===== src/rtl/core/minhash_sketch_tuples_core_defines.svh =====
// ----------------------------------------------------------------------------
// Assertion macros for the min-hash sketch core
// Shared property wrappers: clocked on clk, disabled while arst_n is low.
// ----------------------------------------------------------------------------
`ifndef MINHASH_SKETCH_TUPLES_CORE_DEFINES_SVH
`define MINHASH_SKETCH_TUPLES_CORE_DEFINES_SVH

// Consequent must hold in the same cycle as the antecedent
`define MSK_ASSERT_NOW(lbl, ante, cons, msg) \
	lbl: assert property (@(posedge clk) disable iff (!arst_n) (ante) |-> (cons)) \
		else $error(msg);

// Consequent must hold in the cycle after the antecedent
`define MSK_ASSERT_NEXT(lbl, ante, cons, msg) \
	lbl: assert property (@(posedge clk) disable iff (!arst_n) (ante) |=> (cons)) \
		else $error(msg);

`endif


===== src/rtl/core/msk_pkg.sv =====
// ----------------------------------------------------------------------------
// msk_pkg
// Types, constants and the microcode program of the min-hash sketch core.
// ----------------------------------------------------------------------------
package msk_pkg;

	// Default geometry
	localparam int DESC_BITS_DEF  = 576;
	localparam int NUM_GROUPS_DEF = 20;
	localparam int TUPLE_LEN_DEF  = 3;
	localparam int NUM_PERMS_DEF  = 60;

	// Fixed field widths
	localparam int CMD_W   = 2;
	localparam int ROW_W   = 6;
	localparam int COL_W   = 10;
	localparam int VAL_W   = 10;
	localparam int WIDX_W  = 4;
	localparam int WORD_W  = 64;
	localparam int WBIT_W  = 6;
	localparam int TAG_W   = 16;
	localparam int GROUP_W = 5;
	localparam int MIN_W   = 10;

	// Min-hashes reported per result
	localparam int REPORT_N = 3;
	localparam int J_W      = $clog2(REPORT_N);

	// Request bus packing, lowest bit first
	localparam int S_ROW_LO  = 0;
	localparam int S_COL_LO  = S_ROW_LO + ROW_W;
	localparam int S_VAL_LO  = S_COL_LO + COL_W;
	localparam int S_WIDX_LO = S_VAL_LO + VAL_W;
	localparam int S_WORD_LO = S_WIDX_LO + WIDX_W;
	localparam int S_IMG_LO  = S_WORD_LO + WORD_W;
	localparam int S_PAT_LO  = S_IMG_LO + TAG_W;
	localparam int S_USED_W  = S_PAT_LO + TAG_W;
	localparam int S_TDATA_W = ((S_USED_W + 7) / 8) * 8;

	// Result bus packing, lowest bit first
	localparam int M_USED_W  = GROUP_W + REPORT_N * MIN_W + 2 * TAG_W;
	localparam int M_TDATA_W = ((M_USED_W + 7) / 8) * 8;
	localparam int M_PAD_W   = M_TDATA_W - M_USED_W;

	typedef enum logic [CMD_W-1:0] {
		CMD_LOAD_PERM = 2'd0,
		CMD_LOAD_DESC = 2'd1,
		CMD_COMPUTE   = 2'd2,
		CMD_UNUSED    = 2'd3
	} msk_cmd_t;

	// Datapath actions of one control word
	typedef enum logic [3:0] {
		ACT_NONE  = 4'd0,
		ACT_READY = 4'd1,
		ACT_GINIT = 4'd2,
		ACT_HINIT = 4'd3,
		ACT_SCAN  = 4'd4,
		ACT_SKIP  = 4'd5,
		ACT_NEXTJ = 4'd6,
		ACT_EMIT  = 4'd7,
		ACT_NEXTG = 4'd8,
		ACT_PWR   = 4'd9,
		ACT_DWR   = 4'd10
	} msk_act_t;

	// Jump conditions
	typedef enum logic [3:0] {
		C_NEVER     = 4'd0,
		C_ALWAYS    = 4'd1,
		C_NO_ACCEPT = 4'd2,
		C_IS_PERM   = 4'd3,
		C_IS_DESC   = 4'd4,
		C_NOT_COMP  = 4'd5,
		C_SKIP      = 4'd6,
		C_SCAN_BUSY = 4'd7,
		C_J_MORE    = 4'd8,
		C_OUT_BUSY  = 4'd9,
		C_G_MORE    = 4'd10
	} msk_cond_t;

	typedef logic [3:0] msk_step_t;

	// Program addresses
	localparam msk_step_t S_FETCH = 4'd0;
	localparam msk_step_t S_DISP0 = 4'd1;
	localparam msk_step_t S_DISP1 = 4'd2;
	localparam msk_step_t S_DISP2 = 4'd3;
	localparam msk_step_t S_GINIT = 4'd4;
	localparam msk_step_t S_HINIT = 4'd5;
	localparam msk_step_t S_SCAN  = 4'd6;
	localparam msk_step_t S_NEXTJ = 4'd7;
	localparam msk_step_t S_EMIT  = 4'd8;
	localparam msk_step_t S_NEXTG = 4'd9;
	localparam msk_step_t S_DONE  = 4'd10;
	localparam msk_step_t S_HSKIP = 4'd11;
	localparam msk_step_t S_PWR   = 4'd12;
	localparam msk_step_t S_DWR   = 4'd13;

	typedef struct packed {
		msk_act_t  act;
		msk_cond_t cond;
		msk_step_t tgt;
	} msk_ucode_t;

	// Datapath status seen by the sequencer
	typedef struct packed {
		logic is_perm;
		logic is_desc;
		logic is_comp;
		logic skip;
		logic scan_done;
		logic j_last;
		logic g_last;
	} msk_dstat_t;

	// Control store
	function automatic msk_ucode_t msk_rom(input msk_step_t s);
		msk_ucode_t w;
		unique case (s)
			S_FETCH: w = '{ACT_READY, C_NO_ACCEPT, S_FETCH};
			S_DISP0: w = '{ACT_NONE,  C_IS_PERM,   S_PWR};
			S_DISP1: w = '{ACT_NONE,  C_IS_DESC,   S_DWR};
			S_DISP2: w = '{ACT_NONE,  C_NOT_COMP,  S_FETCH};
			S_GINIT: w = '{ACT_GINIT, C_NEVER,     S_FETCH};
			S_HINIT: w = '{ACT_HINIT, C_SKIP,      S_HSKIP};
			S_SCAN:  w = '{ACT_SCAN,  C_SCAN_BUSY, S_SCAN};
			S_NEXTJ: w = '{ACT_NEXTJ, C_J_MORE,    S_HINIT};
			S_EMIT:  w = '{ACT_EMIT,  C_OUT_BUSY,  S_EMIT};
			S_NEXTG: w = '{ACT_NEXTG, C_G_MORE,    S_HINIT};
			S_DONE:  w = '{ACT_NONE,  C_ALWAYS,    S_FETCH};
			S_HSKIP: w = '{ACT_SKIP,  C_ALWAYS,    S_NEXTJ};
			S_PWR:   w = '{ACT_PWR,   C_ALWAYS,    S_FETCH};
			S_DWR:   w = '{ACT_DWR,   C_ALWAYS,    S_FETCH};
			default: w = '{ACT_NONE,  C_ALWAYS,    S_FETCH};
		endcase
		return w;
	endfunction

endpackage


===== src/rtl/core/msk_seq.sv =====
// ----------------------------------------------------------------------------
// msk_seq
// Step counter and control store: issues one control word per cycle and
// takes conditional jumps on datapath status.
// ----------------------------------------------------------------------------
`include "minhash_sketch_tuples_core_defines.svh"

module msk_seq
	import msk_pkg::*;
(
	input  logic       clk,
	input  logic       arst_n,
	input  msk_dstat_t dstat,
	input  logic       accept,
	input  logic       out_free,
	output msk_act_t   act
);

	msk_step_t  step_q;
	msk_ucode_t uc;
	logic       take;

	assign uc  = msk_rom(step_q);
	assign act = uc.act;

	// Evaluate the jump condition
	always_comb begin
		unique case (uc.cond)
			C_NEVER:     take = 1'b0;
			C_ALWAYS:    take = 1'b1;
			C_NO_ACCEPT: take = !accept;
			C_IS_PERM:   take = dstat.is_perm;
			C_IS_DESC:   take = dstat.is_desc;
			C_NOT_COMP:  take = !dstat.is_comp;
			C_SKIP:      take = dstat.skip;
			C_SCAN_BUSY: take = !dstat.scan_done;
			C_J_MORE:    take = !dstat.j_last;
			C_OUT_BUSY:  take = !out_free;
			C_G_MORE:    take = !dstat.g_last;
			default:     take = 1'b1;
		endcase
	end

	// Advance or jump
	always_ff @(posedge clk or negedge arst_n) begin
		if (!arst_n) begin
			step_q <= S_FETCH;
		end else if (take) begin
			step_q <= uc.tgt;
		end else begin
			step_q <= step_q + 4'd1;
		end
	end

	`MSK_ASSERT_NEXT(a_scan_exit, step_q == S_SCAN, step_q == S_SCAN || step_q == S_NEXTJ, "scan left to an unexpected step")

endmodule


===== config.mk =====
export PLATFORM = sky130hd
export DESIGN_NAME = msk_seq
export DESIGN_NICKNAME = d
export VERILOG_FILES = /design/src/rtl/core/msk_pkg.sv /design/src/rtl/core/msk_seq.sv
export VERILOG_INCLUDE_DIRS = /design/src /design/src/rtl/core
export SDC_FILE = /design/constraint.sdc
export NUM_CORES = 1
export LEC_CHECK = 0
export CORE_MARGIN = 5
export CORE_UTILIZATION = 30
export DETAILED_ROUTE_END_ITERATION = 10
export DONT_BUFFER_PORTS = 1
export MAX_ROUTING_LAYER = met4
export PLACE_DENSITY = 0.56
export SETUP_SLACK_MARGIN = 0.2
export SYNTH_ARGS = -nofsm -noshare
export SYNTH_HDL_FRONTEND = slang
export SYNTH_SLANG_ARGS = --single-unit

===== constraint.sdc =====
create_clock -name clk -period 4.7 [get_ports clk]
set_input_delay 0.235 -clock clk [delete_from_list [all_inputs] [get_ports clk]]
set_output_delay 0.235 -clock clk [all_outputs]
set_load 0.02 [all_outputs]

### Word level (Yosys, flattened, before mapping)

Memories as Yosys holds them, arrays and structs flattened.
Index checks and enable logic that the tools add are counted.

* add/sub/neg operators: 1
* eq/ne operators: 9
* mux-type cells: 2
* reductions and logical operators: 7

Operator list (number)
* 4-bit by 3-bit equality test with 1-bit output, second input constant: 4
* 4-bit equality test, second input constant: 3
* 1-bit one-hot mux with 10 select lines: 1
* 4-bit by 2-bit equality test with 1-bit output, second input constant: 2
* 1-bit zero test: 6
* 4-bit by 1-bit adder with 4-bit output, second input constant: 1
* 4-bit zero test: 1
* 4-bit 2-to-1 mux: 1

* flip-flop bits (word level): 4
* memory bits (read-only): 192
* bits of input ports: 11
* word-level logic and storage cells: 21
* memories kept: 1

Memories
* (name not given): depth 16, bits a word 12, read ports 1, clocked after memory_dff 0, wr ports 0, line msk_pkg.sv:120 `unique case (s)`

### Longest topological paths before layout

An unclocked memory read counts as a cell.

* depth after elaboration: 4
* gate-level depth with buffers: 10

### Worst setup path after synthesis

Ideal clock, no wire load.

* path type: reg-to-reg
* from: reg step_q[1]
* to: reg step_q[1]
* setup time: 0.128 ns
* data arrival time: 2.196 ns
* data required time: 4.572 ns
* slack: 2.376 ns
* stages on the path, launching flop included: 11
* path buffers: 2
* clock period less this slack: 2.324 ns
* path through: dfrtp_1 -> clkbuf_8 -> inv_1 -> ha_1 -> clkbuf_8 -> xor2_1 -> a221oi_1 -> and2b_1 -> o31ai_4 -> a2bb2oi_1 -> o22ai_1

* word-level cells in the longest chain between the ends: 4
* elaborated cells on any way between the ends: 14
* those cells by class: add/sub (1); eq/ne (9); mux (2); reduce/logical (1); memory (1)

RTL lines
* start, declared: line msk_seq.sv:19 `msk_step_t step_q;`
* start signal, assigned: line msk_seq.sv:49 `step_q <= uc.tgt;`
* start signal, assigned: line msk_seq.sv:51 `step_q <= step_q + 4'd1;`
* memory read 16 x 12 bit
* 4-bit equality test (tied with other cells): line msk_seq.sv:28 `unique case (uc.cond)`
* 1-bit one-hot mux with 10 select lines: line msk_seq.sv:28
* 4-bit 2-to-1 mux (*): line msk_seq.sv:48 `end else if (take) begin`

Every way passes the cells marked *; elsewhere a longest branch is shown, timed or not.

### Worst setup path in the final report

Ends and elaborated chain as after synthesis.

==> impl_metrics.tcl <==
set metrics [dict create \
    status "finished, final reports clean" \
    grt_max_degree 24 \
    drv_slew 0 \
    top_regs "step_q: 4 flops" \
    hold_viol 0 \
    regArea_um2 100 \
    cp.arrival_ns 2.81 \
    coreArea_um2 2710 \
    critPathRequiredTime_ns 4.81 \
    async_flop_share_pct 100 \
    portBuffers 0 \
    finalSetupViolCount 0 \
    syn_area_um2 827 \
    reg2reg_depth 8 \
    drt_first_iter_violations 17 \
    clock_latency_ns 0.23 \
    fin_skew_ns 0.00320 \
    drive_gt1_share_pct 12.9 \
    start_util_pct 30.5 \
    largest_reg_flops 4 \
    die_area_um2 3910 \
    synth_compound_area_share_pct 29.2 \
    max_freq_ghz 0.370 \
    syn2layout_area_growth_pct -1.97 \
    multi_input_area_um2 621 \
    cts_buffers 3 \
    clock-sinks 4 \
    synth-seq-area-share_pct 12.1 \
    grt_usage_pct 9.69 \
    wl_mm 1.79 \
    rows 19 \
    max_slew_margin_pct 54.6 \
    hold_ws_ns 0.273 \
    synth_xor_area_share_pct 2.12 \
    n_fill_cell 307 \
    dp_hpwl_mm 1.36 \
    h-tree-depth 1 \
    synth_nets 114 \
    cts-resized-gates 0 \
    finish.utilization_pct 29.9 \
    synth-adder-area-share_pct 10.6 \
    viasPerCell 5.58 \
    end_kind "flop" \
    tightest_slew_ns 0.681 \
    syn_area_per_cell_um2 8.62 \
    r2r-end "step_q[1]" \
    clk_pin_slew_ns 0.03 \
    post-place-ws_ns 2.00 \
    startpoint_type "flop" \
    drc 0 \
    synth_area_leaders "dfrtp_1 12%, ha_1 11%, clkbuf_8 8.3%" \
    regMostFlops "step_q" \
    syn_inst 96 \
    ios 15 \
    clockBufferDepth 2 \
    cts_tree "yes" \
    gp_congestion 0.832 \
    synth_top_area_cell "dfrtp_1" \
    reg2reg_from "step_q[1]" \
    grt_pass1_vias 704 \
    criticalPathCategory "reg2reg" \
    synth_flop_cell "dfrtp_1" \
    period_needed_ns 2.70 \
    setup_ws_ns 2.00 \
    r2r_setup_slack_ns 2.00 \
    final_nets 113 \
    rsz0062_at_grt "no" \
    grt_pass1_wl_mm 3.17 \
    gr-total-overflow 0 \
    drv_cap 0 \
    ys_seq_elements 4 \
    num_vias 692 \
    yosysUniqueCellTypes 46 \
    synth_top_family_by_area "compound AO/OA/AOI/OAI gates" \
    ys_warn_count 0 \
    muxShareOfSynthArea_pct 7.26 \
    synth_top_area_share_pct 12.1 \
    ant_nets 0 \
    dr.pass1.iters 3 \
    cp_max_fo 15 \
    clockRootBuffer "clkbuf_4" \
    synthSimpleGateAreaFrac_pct 25.9 \
    antenna_found_initial 0 \
    tns_ns 0 \
    diodes 0 \
    hp-class "in2async" \
    layout_worst_path_cycle_share_pct 57.5 \
    die_height_um 62.5 \
    wire_per_inst_um 14.4 \
    synth_edf_count 0 \
    die_w_um 62.5 \
]
-- cell usage after synthesis, types with 2 or more instances --
master	count
a211oi_1	2
a21oi_1	3
a31oi_1	3
a32oi_1	2
and2_1	2
clkbuf_8	5
dfrtp_1	4
ha_1	7
inv_1	4
mux2i_1	6
nand2_1	6
nand2b_1	2
nor2_1	9
nor3_1	2
nor3b_1	2
o21ai_0	6
o31ai_1	2
-- layer usage --
layer	routed length, um	up-vias	track usage, %
li1	-	351	-
met1	942	328	13.8
met2	764	13	13.5
met3	79	0	3.42
met4	0	0	1.06
met5	0	-	-
-- worst max-delay path by stage --
| stage | startpoint | to |
|---|---|---|
| 4_1_cts | step_q[1] | step_q[1] |
| 6_report | step_q[1] | step_q[1] |
| 5_1_grt | step_q[1] | step_q[1] |
| 3_5_place_dp | step_q[1] | step_q[1] |
| 3_3_place_gp | step_q[1] | step_q[1] |
| 2_1_floorplan | step_q[1] | step_q[1] |
-- layout make-up --
class	count	area share, %
Clock buffer	3	2.78
Inverter	5	2.31
Multi-Input combinational cell	80	76.5
Sequential cell	4	12.3
Tap cell	31	4.78
Timing Repair Buffer	1	1.23
-- cells in the final DEF (no fill, tap or decap), types with 2 or more instances in the layout --
cell type and n:
a211oi_1 2, o31ai_1 2, mux2i_1 6, nor3b_1 2
clkbuf_4 3, a31oi_1 3, nor3_1 2, nand2b_1 2
nor2_1 9, nand2_1 6, o21ai_0 6, a21oi_1 3
dfrtp_1 4, inv_1 4, a32oi_1 2, ha_1 7
and2_1 2
-- worst max-delay path, stage by stage, from the launching register on --
cell       delay (ns)
dfrtp_1          0.55
ha_1             0.29
ha_1             0.27
or2_1            0.31
a221oi_1         0.29
and2b_1          0.24
o31ai_4          0.35
a2bb2oi_1        0.19
o22ai_1          0.10
-- metrics by stage --
step	cells	instance area, um2
after global placement	120	778
after detailed placement	120	778
after CTS	124	811
after global routing	124	811
after floorplan	96	827
final	124	811
-- cells by family (layout without fill, tap and decap cells) --
| logic type | Yosys count | count (layout) |
|---|---|---|
| buf+inv | 12 | 9 |
| simple gates | 36 | 36 |
| compound gates | 29 | 29 |
| mux | 6 | 6 |
| flops | 4 | 4 |
| xor+xnor | 2 | 2 |
| fa+ha+maj | 7 | 7 |
-- what timing repair did --
item | CTS | global route
endpoints found under the hold margin | 4 | 0
setup buffers | 0 | 0
hold buffers | 1 | 0
Power is left out: the tool's default activity adds up to more than one toggle a clock period on the data nets, which glitch-free logic cannot reach.
